$ cat src/e64v_pkg.sv
// Shared types and constants for the ELF64 image validator.
// Holds the request/result payload structs, status codes and queue entry layout.
// No dependencies.
package e64v_pkg;

	// Item kinds carried in req_type
	localparam logic REQ_HEADER = 1'b0;
	localparam logic REQ_ENTRY  = 1'b1;

	// Format constants for x86-64 user-space executables
	localparam logic [31:0] HEADER_BYTES    = 32'd64;
	localparam logic [15:0] MIN_ENTRY_BYTES = 16'd56;
	localparam logic [31:0] ELF_MAGIC       = 32'h464C_457F;
	localparam logic [7:0]  CLASS_64        = 8'd2;
	localparam logic [7:0]  DATA_LSB        = 8'd1;
	localparam logic [15:0] TYPE_EXEC       = 16'd2;
	localparam logic [15:0] MACHINE_X86_64  = 16'd62;
	localparam logic [31:0] VERSION_CURRENT = 32'd1;
	localparam logic [31:0] KIND_LOAD       = 32'd1;
	localparam logic [63:0] USER_ADDR_LIMIT = 64'h0000_8000_0000_0000;

	typedef enum logic [3:0] {
		ST_OK      = 4'd0,
		ST_TRUNC   = 4'd1,
		ST_MAGIC   = 4'd2,
		ST_CLASS   = 4'd3,
		ST_TYPE    = 4'd4,
		ST_MACHINE = 4'd5,
		ST_VERSION = 4'd6,
		ST_NOENTRY = 4'd7,
		ST_PHDR    = 4'd8,
		ST_OVERLAP = 4'd9,
		ST_SEQ     = 4'd10
	} status_t;

	typedef struct packed {
		logic        req_type;
		logic [47:0] ident_head;
		logic [63:0] type_machine_version;
		logic [63:0] entry_address;
		logic [63:0] table_offset;
		logic [15:0] table_count;
		logic [15:0] table_entry_size;
		logic [31:0] segment_kind;
		logic [63:0] segment_file_offset;
		logic [63:0] segment_file_bytes;
		logic [63:0] segment_mem_bytes;
		logic [63:0] segment_vaddr;
	} req_t;

	typedef struct packed {
		logic [3:0] status;
		logic       final_res;
	} rsp_t;

	// Classified item handed from the front end to the back end
	typedef struct packed {
		logic        req_type;
		status_t     pre_status;
		logic        is_load;
		logic [15:0] count;
		logic [63:0] vaddr;
		logic [63:0] mem_end;
	} q_entry_t;

endpackage

$ cat src/e64v_front.sv
// Front end of the validator: accepts request transfers and classifies them.
// Runs every stateless header and segment check; depends on e64v_pkg.
module e64v_front (
	input  logic              clk,
	input  logic              arst_n,
	input  logic [31:0]       image_size,
	input  logic              req_valid,
	output logic              req_ready,
	input  e64v_pkg::req_t    req,
	output logic              push_valid,
	input  logic              push_ready,
	output e64v_pkg::q_entry_t push_data
);

	// Input-side results (before the stage register)
	e64v_pkg::status_t early_d;
	logic [31:0] prod_d;
	logic [64:0] fend_d;
	logic [64:0] mend_d;

	// Stage 1 registers
	logic                v_s1;
	logic                req_type_s1;
	e64v_pkg::status_t   early_s1;
	logic [63:0]         offset_s1;
	logic [31:0]         prod_s1;
	logic                esz_small_s1;
	logic [64:0]         fend_s1;
	logic                msz_lt_fsz_s1;
	logic                va_high_s1;
	logic [64:0]         mend_s1;
	logic [63:0]         vaddr_s1;
	logic [15:0]         count_s1;
	logic                is_load_s1;

	logic [64:0] table_end;
	e64v_pkg::status_t pre_status;
	logic accept;

	assign req_ready = !v_s1 || push_ready;
	assign accept    = req_valid && req_ready;

	// Ordered header checks that need no arithmetic
	always_comb begin
		priority if (image_size < e64v_pkg::HEADER_BYTES) begin
			early_d = e64v_pkg::ST_TRUNC;
		end else if (req.ident_head[31:0] != e64v_pkg::ELF_MAGIC) begin
			early_d = e64v_pkg::ST_MAGIC;
		end else if (req.ident_head[39:32] != e64v_pkg::CLASS_64 ||
				req.ident_head[47:40] != e64v_pkg::DATA_LSB) begin
			early_d = e64v_pkg::ST_CLASS;
		end else if (req.type_machine_version[15:0] != e64v_pkg::TYPE_EXEC) begin
			early_d = e64v_pkg::ST_TYPE;
		end else if (req.type_machine_version[31:16] != e64v_pkg::MACHINE_X86_64) begin
			early_d = e64v_pkg::ST_MACHINE;
		end else if (req.type_machine_version[63:32] != e64v_pkg::VERSION_CURRENT) begin
			early_d = e64v_pkg::ST_VERSION;
		end else if (req.entry_address == 64'd0) begin
			early_d = e64v_pkg::ST_NOENTRY;
		end else if (req.table_offset == 64'd0 || req.table_count == 16'd0) begin
			early_d = e64v_pkg::ST_PHDR;
		end else begin
			early_d = e64v_pkg::ST_OK;
		end
	end

	// Table size product and segment end sums, carry kept
	assign prod_d = 32'(req.table_count) * 32'(req.table_entry_size);
	assign fend_d = {1'b0, req.segment_file_offset} + {1'b0, req.segment_file_bytes};
	assign mend_d = {1'b0, req.segment_vaddr} + {1'b0, req.segment_mem_bytes};

	// Hold stage valid until the queue takes the item
	always_ff @(posedge clk or negedge arst_n) begin
		if (!arst_n) begin
			v_s1 <= 1'b0;
		end else if (req_ready) begin
			v_s1 <= req_valid;
		end
	end

	// Capture stage payload on each transfer
	always_ff @(posedge clk) begin
		if (accept) begin
			req_type_s1   <= req.req_type;
			early_s1      <= early_d;
			offset_s1     <= req.table_offset;
			prod_s1       <= prod_d;
			esz_small_s1  <= req.table_entry_size < e64v_pkg::MIN_ENTRY_BYTES;
			fend_s1       <= fend_d;
			msz_lt_fsz_s1 <= req.segment_mem_bytes < req.segment_file_bytes;
			va_high_s1    <= req.segment_vaddr >= e64v_pkg::USER_ADDR_LIMIT;
			mend_s1       <= mend_d;
			vaddr_s1      <= req.segment_vaddr;
			count_s1      <= req.table_count;
			is_load_s1    <= req.segment_kind == e64v_pkg::KIND_LOAD;
		end
	end

	assign table_end = {1'b0, offset_s1} + {33'd0, prod_s1};

	// Finish classification against the image size
	always_comb begin
		if (req_type_s1 == e64v_pkg::REQ_HEADER) begin
			priority if (early_s1 != e64v_pkg::ST_OK) begin
				pre_status = early_s1;
			end else if (table_end[64] || table_end[63:0] > {32'd0, image_size}) begin
				pre_status = e64v_pkg::ST_TRUNC;
			end else if (esz_small_s1) begin
				pre_status = e64v_pkg::ST_PHDR;
			end else begin
				pre_status = e64v_pkg::ST_OK;
			end
		end else begin
			priority if (fend_s1[64] || fend_s1[63:0] > {32'd0, image_size}) begin
				pre_status = e64v_pkg::ST_TRUNC;
			end else if (msz_lt_fsz_s1 || va_high_s1) begin
				pre_status = e64v_pkg::ST_PHDR;
			end else if (mend_s1[64] || mend_s1[63:0] > e64v_pkg::USER_ADDR_LIMIT) begin
				pre_status = e64v_pkg::ST_PHDR;
			end else begin
				pre_status = e64v_pkg::ST_OK;
			end
		end
	end

	assign push_valid           = v_s1;
	assign push_data.req_type   = req_type_s1;
	assign push_data.pre_status = pre_status;
	assign push_data.is_load    = is_load_s1;
	assign push_data.count      = count_s1;
	assign push_data.vaddr      = vaddr_s1;
	assign push_data.mem_end    = mend_s1[63:0];

endmodule

$ cat src/e64v_queue.sv
// Short queue between the front and back ends of the validator.
// Register-based ring of classified items; depends on e64v_pkg.
module e64v_queue #(
	parameter int DEPTH = 2
) (
	input  logic               clk,
	input  logic               arst_n,
	input  logic               push_valid,
	output logic               push_ready,
	input  e64v_pkg::q_entry_t push_data,
	output logic               pop_valid,
	input  logic               pop_ready,
	output e64v_pkg::q_entry_t pop_data
);

	localparam int PtrW = $clog2(DEPTH);
	localparam int CntW = $clog2(DEPTH + 1);
	localparam logic [PtrW-1:0] LastPtr = PtrW'(DEPTH - 1);

	e64v_pkg::q_entry_t slots_q [DEPTH];
	logic [PtrW-1:0] wr_ptr_q;
	logic [PtrW-1:0] rd_ptr_q;
	logic [CntW-1:0] count_q;
	logic push;
	logic pop;

	assign push_ready = count_q != CntW'(DEPTH);
	assign pop_valid  = count_q != '0;
	assign push       = push_valid && push_ready;
	assign pop        = pop_valid && pop_ready;
	assign pop_data   = slots_q[rd_ptr_q];

	// Advance pointers and occupancy
	always_ff @(posedge clk or negedge arst_n) begin
		if (!arst_n) begin
			wr_ptr_q <= '0;
			rd_ptr_q <= '0;
			count_q  <= '0;
		end else begin
			if (push) begin
				wr_ptr_q <= (wr_ptr_q == LastPtr) ? '0 : wr_ptr_q + 1'b1;
			end
			if (pop) begin
				rd_ptr_q <= (rd_ptr_q == LastPtr) ? '0 : rd_ptr_q + 1'b1;
			end
			if (push && !pop) begin
				count_q <= count_q + 1'b1;
			end else if (pop && !push) begin
				count_q <= count_q - 1'b1;
			end
		end
	end

	// Write the incoming item
	always_ff @(posedge clk) begin
		if (push) begin
			slots_q[wr_ptr_q] <= push_data;
		end
	end

endmodule

$ cat src/e64v_back.sv
// Back end of the validator: applies sequencing state to classified items.
// Owns sticky status, entry count and segment order; depends on e64v_pkg.
module e64v_back (
	input  logic               clk,
	input  logic               arst_n,
	input  logic               pop_valid,
	output logic               pop_ready,
	input  e64v_pkg::q_entry_t pop_data,
	output logic               rsp_valid,
	input  logic               rsp_ready,
	output e64v_pkg::rsp_t     rsp
);

	logic [63:0]       last_seg_end_q;
	logic [15:0]       remaining_q;
	e64v_pkg::status_t sticky_q;
	logic              accepted_q;
	logic              rsp_valid_q;
	e64v_pkg::rsp_t    rsp_q;

	logic [63:0]       last_seg_end_d;
	logic [15:0]       remaining_d;
	e64v_pkg::status_t sticky_d;
	logic              accepted_d;
	e64v_pkg::status_t st_d;
	logic              fin_d;
	logic [15:0]       rem_dec;
	logic              pop;

	assign pop_ready = !rsp_valid_q || rsp_ready;
	assign pop       = pop_valid && pop_ready;
	assign rem_dec   = remaining_q - 16'd1;

	// Sequence the item against the current image
	always_comb begin
		last_seg_end_d = last_seg_end_q;
		remaining_d    = remaining_q;
		sticky_d       = sticky_q;
		accepted_d     = accepted_q;
		st_d           = e64v_pkg::ST_OK;
		fin_d          = 1'b0;
		if (pop_data.req_type == e64v_pkg::REQ_HEADER) begin
			st_d           = pop_data.pre_status;
			last_seg_end_d = '0;
			if (pop_data.pre_status != e64v_pkg::ST_OK) begin
				sticky_d    = pop_data.pre_status;
				remaining_d = '0;
				accepted_d  = 1'b0;
				fin_d       = 1'b1;
			end else begin
				sticky_d    = e64v_pkg::ST_OK;
				remaining_d = pop_data.count;
				accepted_d  = 1'b1;
			end
		end else if (sticky_q != e64v_pkg::ST_OK) begin
			st_d  = sticky_q;
			fin_d = 1'b1;
		end else if (!accepted_q || remaining_q == '0) begin
			st_d  = e64v_pkg::ST_SEQ;
			fin_d = 1'b1;
		end else begin
			remaining_d = rem_dec;
			if (pop_data.is_load) begin
				priority if (pop_data.pre_status != e64v_pkg::ST_OK) begin
					st_d = pop_data.pre_status;
				end else if (pop_data.vaddr < last_seg_end_q) begin
					st_d = e64v_pkg::ST_OVERLAP;
				end else begin
					st_d           = e64v_pkg::ST_OK;
					last_seg_end_d = pop_data.mem_end;
				end
			end
			if (st_d != e64v_pkg::ST_OK) begin
				sticky_d    = st_d;
				remaining_d = '0;
				accepted_d  = 1'b0;
				fin_d       = 1'b1;
			end else if (rem_dec == '0) begin
				accepted_d = 1'b0;
				fin_d      = 1'b1;
			end
		end
	end

	// Update state and the result register on each pop
	always_ff @(posedge clk or negedge arst_n) begin
		if (!arst_n) begin
			last_seg_end_q <= '0;
			remaining_q    <= '0;
			sticky_q       <= e64v_pkg::ST_OK;
			accepted_q     <= 1'b0;
			rsp_valid_q    <= 1'b0;
		end else if (pop) begin
			last_seg_end_q <= last_seg_end_d;
			remaining_q    <= remaining_d;
			sticky_q       <= sticky_d;
			accepted_q     <= accepted_d;
			rsp_valid_q    <= 1'b1;
		end else if (rsp_ready) begin
			rsp_valid_q <= 1'b0;
		end
	end

	// Load the result payload
	always_ff @(posedge clk) begin
		if (pop) begin
			rsp_q.status    <= st_d;
			rsp_q.final_res <= fin_d;
		end
	end

	assign rsp_valid = rsp_valid_q;
	assign rsp       = rsp_q;

	// A sticky error leaves no entries pending
	assert property (@(posedge clk) disable iff (!arst_n)
		sticky_q != e64v_pkg::ST_OK |-> !accepted_q && remaining_q == '0)
		else $error("sticky error with entries still pending");

	// An active header always has entries left
	assert property (@(posedge clk) disable iff (!arst_n)
		accepted_q == (remaining_q != '0))
		else $error("header flag and entry count disagree");

	// Every failing result ends the image
	assert property (@(posedge clk) disable iff (!arst_n)
		rsp_valid_q && rsp_q.status != e64v_pkg::ST_OK |-> rsp_q.final_res)
		else $error("error result without final flag");

	// Segment ends stay at or below the user address limit
	assert property (@(posedge clk) disable iff (!arst_n)
		last_seg_end_q <= e64v_pkg::USER_ADDR_LIMIT)
		else $error("segment end above user address limit");

endmodule

$ cat src/elf64_image_validator_top.sv
// ELF64 image validator, top level. One request transfer in, one result out.
// A request passes through the front stage register, the queue and the result register in turn.
// Throughput: one item per cycle while rsp_ready holds; front stage, queue and result register pipeline.
// Reset (arst_n low) clears image_size, sequencing state, queue and all valid flags.
// Instantiates e64v_front, e64v_queue and e64v_back; uses e64v_pkg.
module elf64_image_validator_top #(
	parameter int QUEUE_DEPTH = 2
) (
	input  logic           clk,
	input  logic           arst_n,
	input  logic           cfg_we,
	input  logic [31:0]    cfg_data,
	input  logic           req_valid,
	output logic           req_ready,
	input  e64v_pkg::req_t req,
	output logic           rsp_valid,
	input  logic           rsp_ready,
	output e64v_pkg::rsp_t rsp
);

	logic [31:0] image_size_q;

	logic               push_valid;
	logic               push_ready;
	e64v_pkg::q_entry_t push_data;
	logic               pop_valid;
	logic               pop_ready;
	e64v_pkg::q_entry_t pop_data;

	// Hold the configured image size
	always_ff @(posedge clk or negedge arst_n) begin
		if (!arst_n) begin
			image_size_q <= '0;
		end else if (cfg_we) begin
			image_size_q <= cfg_data;
		end
	end

	e64v_front u_front (
		.clk        (clk),
		.arst_n     (arst_n),
		.image_size (image_size_q),
		.req_valid  (req_valid),
		.req_ready  (req_ready),
		.req        (req),
		.push_valid (push_valid),
		.push_ready (push_ready),
		.push_data  (push_data)
	);

	e64v_queue #(
		.DEPTH (QUEUE_DEPTH)
	) u_queue (
		.clk        (clk),
		.arst_n     (arst_n),
		.push_valid (push_valid),
		.push_ready (push_ready),
		.push_data  (push_data),
		.pop_valid  (pop_valid),
		.pop_ready  (pop_ready),
		.pop_data   (pop_data)
	);

	e64v_back u_back (
		.clk       (clk),
		.arst_n    (arst_n),
		.pop_valid (pop_valid),
		.pop_ready (pop_ready),
		.pop_data  (pop_data),
		.rsp_valid (rsp_valid),
		.rsp_ready (rsp_ready),
		.rsp       (rsp)
	);

endmodule
$ cat config.mk
export PLATFORM = sky130hd
export DESIGN_NAME = elf64_image_validator_top
export DESIGN_NICKNAME = d
export VERILOG_FILES = /design/src/e64v_pkg.sv /design/src/e64v_front.sv /design/src/e64v_queue.sv /design/src/e64v_back.sv /design/src/elf64_image_validator_top.sv
export SDC_FILE = /design/constraint.sdc
export NUM_CORES = 2
export LEC_CHECK = 0
export ABC_AREA = 1
export BUFFER_PORTS_ARGS = -buffer_cell sky130_fd_sc_hd__buf_2
export CAP_MARGIN = 40
export CORE_MARGIN = 3
export CORE_UTILIZATION = 60
export DETAILED_ROUTE_END_ITERATION = 7
export HOLD_SLACK_MARGIN = 0.03
export PLACE_DENSITY = 0.8
export RECOVER_POWER = 100
export SYNTH_ARGS = -nofsm -noshare
export SYNTH_HDL_FRONTEND = slang
export SYNTH_HIERARCHICAL = 1
export SYNTH_SLANG_ARGS = --single-unit
$ cat constraint.sdc
create_clock -name clk -period 21.7 [get_ports clk]
set_clock_uncertainty 0.05 [all_clocks]
set_input_delay 3.255 -clock clk [delete_from_list [all_inputs] [get_ports clk]]
set_output_delay 3.255 -clock clk [all_outputs]
set_load 0.02 [all_outputs]
# Yosys cells after proc, flatten, opt, wreduce, memory -nomap -nowiden
# Memories as Yosys holds them, arrays and structs flattened.
# Cells that the tools add are included.
# Widths: inputs -> output; s select.
# classes
addsub	8
n_mul	1
n_div	0
n_lt_le_gt_ge	8
eq_ne	15
shift	0
n_mux	59
bitwise	0
n_reduce_logical	37
# op_table
operator	n
$mux 64	6
$add 64x64->65	2
$gt 64x32->1	2
$logic_not 64->1	2
$lt 64x64->1	2
$mux 4	22
$mux 16	5
$add 64x32->65	1
$ge 64x48->1 const B	1
$gt 64x48->1 const B	1
$logic_not 16->1	3
$eq 32x1->1 const B	1
$lt 32x7->1 const B	1
$mul 16x16->32	1
$ne 32x1->1 const B	1
$ne 32x31->1 const B	1
$mux 1	18
$lt 16x6->1 const B	1
$ne 16x2->1 const B	1
$ne 16x6->1 const B	1
$reduce_bool 4->1	4
$sub 16x1->16 const B	1
$ne 2x2->1 const B	7
$mux 3	4
other kinds (16)	39
# word_totals
reg_bits	443
latchBits	0
ram_bits	300
rom_bits	0
in_bits	598
output_inout_bits	7
word_cells	155
n_memories	1
# memory_table
name	depth	word_bits	rd	rd_ports_with_merged_regs	write_ports	line_no	source
u_queue.slots_q	2	150	1	0	1	e64v_queue.sv:20	e64v_pkg::q_entry_t slots_q [DEPTH];

# Longest topological paths before layout
# An unclocked memory read counts as a cell.
# logic_depth
ltp_word	13
mapped_depth	30
ltp_nobuf	30

# Cells and area by module
# The synthesis kept the hierarchy.
# by_module_without_submodules
mod	n_inst	cells_per_inst	area_per_inst_um2	seq_area_each_um2
e64v_front	1	4488	35231.3	9484.1
e64v_queue	1	812	11153.2	9108.7
e64v_back	1	777	6113.4	2302.2
elf64_image_validator_top	1	136	1292.5	800.8

# Worst setup path after synthesis
# Ideal clock, no wire load.
# synth_timing
path_type	input to register
from	input req_valid
to	register u_front.count_s1[0], enable pin
setup_ns	1.095
arrival_time_ns	18.390
required_ns	20.555
slack_ns	2.164
stages	2
path_buffers	0
path_cell_list	inv_1 -> a21oi_1
# synth_between
elab_chain_cells	1
# synth_rtl
element	line_no	source
start: declaration	elf64_image_validator_top.sv:13	input logic req_valid,
$logic_and 1x1->1	e64v_front.sv:41	assign accept = req_valid && req_ready;
named net u_front.accept	e64v_front.sv:38	logic accept;
end signal: assignment	e64v_front.sv:94	count_s1 <= req.table_count;
end: declaration	e64v_front.sv:33	logic [15:0] count_s1;
# The timed path passes the listed nets, and every way through them passes these cells.
# A chain may end at the register's enable or synchronous reset.

# Worst setup path after layout
# layout_timing
from	input req_valid
to	register u_front.vaddr_s1[53], enable pin
# layout_between
elab_chain_cells	1
# layout_rtl
element	line_no	source
$logic_and 1x1->1	e64v_front.sv:41	
named net u_front.accept	e64v_front.sv:38	
end signal: assignment	e64v_front.sv:93	vaddr_s1 <= req.segment_vaddr;
end: declaration	e64v_front.sv:32	logic [63:0] vaddr_s1;
# The timed path passes the listed nets, and every way through them passes these cells.

==> results.py <==
metrics = {
    "run_status": {
        "status": "finished with violations",
        "violations": "max-capacitance violations, max-slew violations",
    },
    "synth": {
        "synth_cell_type_count": 64,
        "synth_area_um2": 53800,
        "syn_inst": 6213,
        "synth_ff_type": "edfxtp_1",
        "yosys_warnings": 6,
        "netlist.area_leader.share": 0.346,
        "ys_ff_latch": 743,
        "synth.area.top_cells": "edfxtp_1 (35%), nand2_1 (12%), ha_1 (11%), fa_1 (7.3%), inv_1 (7.3%)",
        "synth_top_area_cell": "edfxtp_1",
        "yosysSeqAreaShare": 0.403,
        "synth_most_common_cell": "nand2_1",
        "syn-num-nets": 7465,
        "syn_avg_cell_area_um2": 8.66,
        "synth_top_cells_by_count": "nand2_1 (1669), inv_1 (1039), edfxtp_1 (620), ha_1 (457), nor2_1 (419)",
        "async_flop_share": 0.166,
        "synth-edff-count": 620,
    },
    "placement": {
        "gp_congestion": 1.06,
        "io_buffers": 604,
        "dp_slack_ns": 12.46,
        "place_hpwl_mm": 144,
        "place_area_um2": 57200,
    },
    "timing": {
        "setup_violations": 0,
        "worstMarginPinSlew_ns": 9.20,
        "maxSlewViolCount": 1045,
        "period_share": 0.632,
        "relSlewSlack": -5.14,
        "hold_violations": 0,
        "fin_setup_tns_ns": 0,
        "rsz0062_at_grt": "false",
        "min_period_ns": 13.72,
        "setup_ws_ns": 7.98,
        "fmax_ghz": 0.0729,
    },
    "worst_setup_path": {
        "cpPeakStageDelay_ns": 6.26,
        "rrSetupSlack_ns": 9.49,
        "critPathMaxFanout": 159,
        "reg2reg_to": "u_back/last_seg_end_q[26]$_DFFE_PN0P_",
        "crit_required_ns": 21.84,
        "r2r_start": "u_queue/rd_ptr_q$_DFFE_PN0P_",
        "crit_type": "in -> reg",
        "reg2reg_depth": 18,
        "crit_chain": "buf_2 -> inv_1 -> a21oi_1 -> clkbuf_1 -> clkbuf_1 -> clkbuf_1",
        "crit_path_end_kind": "flip-flop",
        "cp.buffers_inverters": 5,
        "arrival_ns": 13.86,
        "critPathTopFamily": "buffers and inverters",
        "startpoint_type": "input pin",
        "critPathSlowestCell": "clkbuf_1",
        "timing.critical_path.mode_cell": "clkbuf_1",
    },
    "floorplanning": {
        "die_area_um2": 93300,
        "coreArea_um2": 88600,
        "rows": 109,
        "fp.dieW_um": 305,
        "start_util": 0.607,
        "die_h_um": 305,
        "io-pin-count": 605,
    },
    "cts": {
        "post-cts-setup-buffer-count": 0,
        "cts_tree": "built",
        "cts_max_level": 3,
        "cts.sinks": 743,
        "holdBufCountCts": 0,
        "cts_made_buffers": 80,
        "clock-root-buffer": "clkbuf_16",
        "insertion_delay_ns": 0.66,
        "clockBufferDepth": 3,
        "clk_transition_reported_paths_ns": 0.06,
        "cts.repair.resized": 0,
    },
    "grt": {
        "grt_pass1_vias": 45100,
        "grt_pass1_wl_mm": 265,
        "antenna_found_initial": 28,
        "grt_overflow": 0,
        "grt_start_max_net_pins": 160,
        "grt_use_total": 0.375,
    },
    "route": {
        "wl_met3_mm": 16.5,
        "top_layer": "met5",
        "finalWirelength_mm": 178,
        "first_pass_iters": 6,
        "avgViaCountPerCell": 5.77,
        "ant_nets": 0,
        "wl_per_cell_um": 22.3,
        "drtIter0Drc": 5147,
        "vias": 46000,
        "met1_length_mm": 70.0,
        "drcViolationCount": 0,
        "dr_wl_met2_mm": 82.8,
    },
    "min_path": {
        "hold_end": "u_queue/slots_q[1][71]$_DFFE_PP_",
        "holdPathStages": 0,
        "holdCritPathClass": "reg -> reg",
        "min-delay-start": "u_front/vaddr_s1[7]$_DFFE_PP_",
    },
    "cells_and_area": {
        "drive_gt1_frac": 0.0981,
        "fin_area_um2": 59500,
        "finalNetCount": 7974,
        "area_growth_pct": 10.6,
        "utilization": 0.671,
    },
    "pwr": {
        "power_density_nw_per_um2": 129,
        "vdd.ir_drop.worst_uv": 122,
        "power.total_mw": 7.66,
        "power_leakage_nw": 28.3,
    },
    "run": {
        "cap_viol_max_count": 14,
    },
}
logic make-up (layout without fill, tap and decap cells):
logic type      after synthesis  in the layout  share of synthesized area
compound gates              790            790                     0.0865
xor+xnor                    200            200                     0.0326
fa+ha+maj                   654            654                      0.180
buf+inv                    1251           1828                     0.0974
flops                       743            743                      0.403
other cells                   0             19                          0
simple gates               2575           2575                      0.201
worst max-delay path by stage:
stage                          from                        endpoint  cells after the start
after floorplan           req_valid   u_front/count_s1[0]$_DFFE_PP_                      2
after global placement     req[312]   u_front/prod_s1[30]$_DFFE_PP_                     22
after detailed placement   req[311]   u_front/prod_s1[30]$_DFFE_PP_                     22
after CTS                  req[311]   u_front/prod_s1[30]$_DFFE_PP_                     22
after global routing      req_valid   u_front/mend_s1[64]$_DFFE_PP_                      6
final                     req_valid  u_front/vaddr_s1[53]$_DFFE_PP_                      6
sequential cells by signal, indices dropped and copies added (netlist names):
| register | cells |
|---|---|
| u_front/prod_s1 | 32 |
| u_queue/wr_ptr_q | 1 |
| u_queue/count_q | 2 |
| u_front/esz_small_s1 | 1 |
| u_front/va_high_s1 | 1 |
| u_back/last_seg_end_q | 64 |
| u_queue/rd_ptr_q | 1 |
| u_back/rsp_valid | 1 |
| u_front/count_s1 | 16 |
| u_front/push_valid | 1 |
| u_front/mend_s1 | 65 |
| u_front/vaddr_s1 | 64 |
| u_back/remaining_q | 16 |
| u_front/offset_s1 | 64 |
| u_queue/slots_q | 300 |
| u_back/rsp | 5 |
| u_front/fend_s1 | 65 |
| u_back/accepted_q | 1 |
| u_back/sticky_q | 4 |
| u_front/msz_lt_fsz_s1 | 1 |
| u_front/early_s1 | 4 |
| image_size_q | 32 |
| u_front/req_type_s1 | 1 |
| u_front/is_load_s1 | 1 |
through the flow:
step                cells  hold WS (ns)
finish               7974         0.382
global route         7965         0.397
CTS                  7952         0.379
detailed placement   7802         0.379
global placement     7797         0.371
floorplan            6213         0.371
power breakdown:
group	internal, mW	leakage (nW)	switching (mW)	total, mW
Clock	0.842	1.33	0.596	1.44
Sequential	2.19	7.47	0.195	2.39
Combinational	1.31	19.5	2.53	3.83
area by class of cell:
cell class | instances | area [um^2]
Antenna cell | 19 | 47.5
Multi-Input combinational cell | 4219 | 26600
Sequential cell | 743 | 21700
Inverter | 1052 | 3950
Fill cell | 7382 | 29100
Clock buffer | 105 | 2140
Timing Repair Buffer | 626 | 2940
Clock inverter | 45 | 673
Tap cell | 1165 | 1460
cell usage in the layout, fill, tap and decap left out, types with 9 or more instances in the layout:
cell type,netlist,final
o221ai_1,11,11
diode_2,0,19
o21ai_0,109,187
clkbuf_1,77,186
nor3_1,52,52
nor4_1,112,111
o211ai_1,12,13
nand4_1,90,90
xor2_1,136,136
fa_1,197,197
nand3_1,132,133
buf_2,22,454
nand3b_1,24,24
clkinv_2,0,9
o21bai_1,16,19
a21boi_0,6,11
a21oi_1,387,397
ha_1,457,457
nor2_2,16,16
nand2_2,31,28
nand3_2,12,11
inv_1,1039,1039
a211oi_1,10,10
inv_2,9,9
xnor2_1,64,64
dfrtp_1,123,123
clkbuf_16,0,80
a31oi_1,68,68
o21a_1,31,31
nand2_1,1669,1672
bufinv_16,0,11
nor2_1,419,419
edfxtp_1,620,620
metal layers:
metal,GRT usage,vias to the layer above
li1,-,21300
met1,0.488,22000
met2,0.617,2294
met3,0.0779,382
met4,0.150,6
met5,0,-
Note: power is estimated with default switching activity, not from simulation.
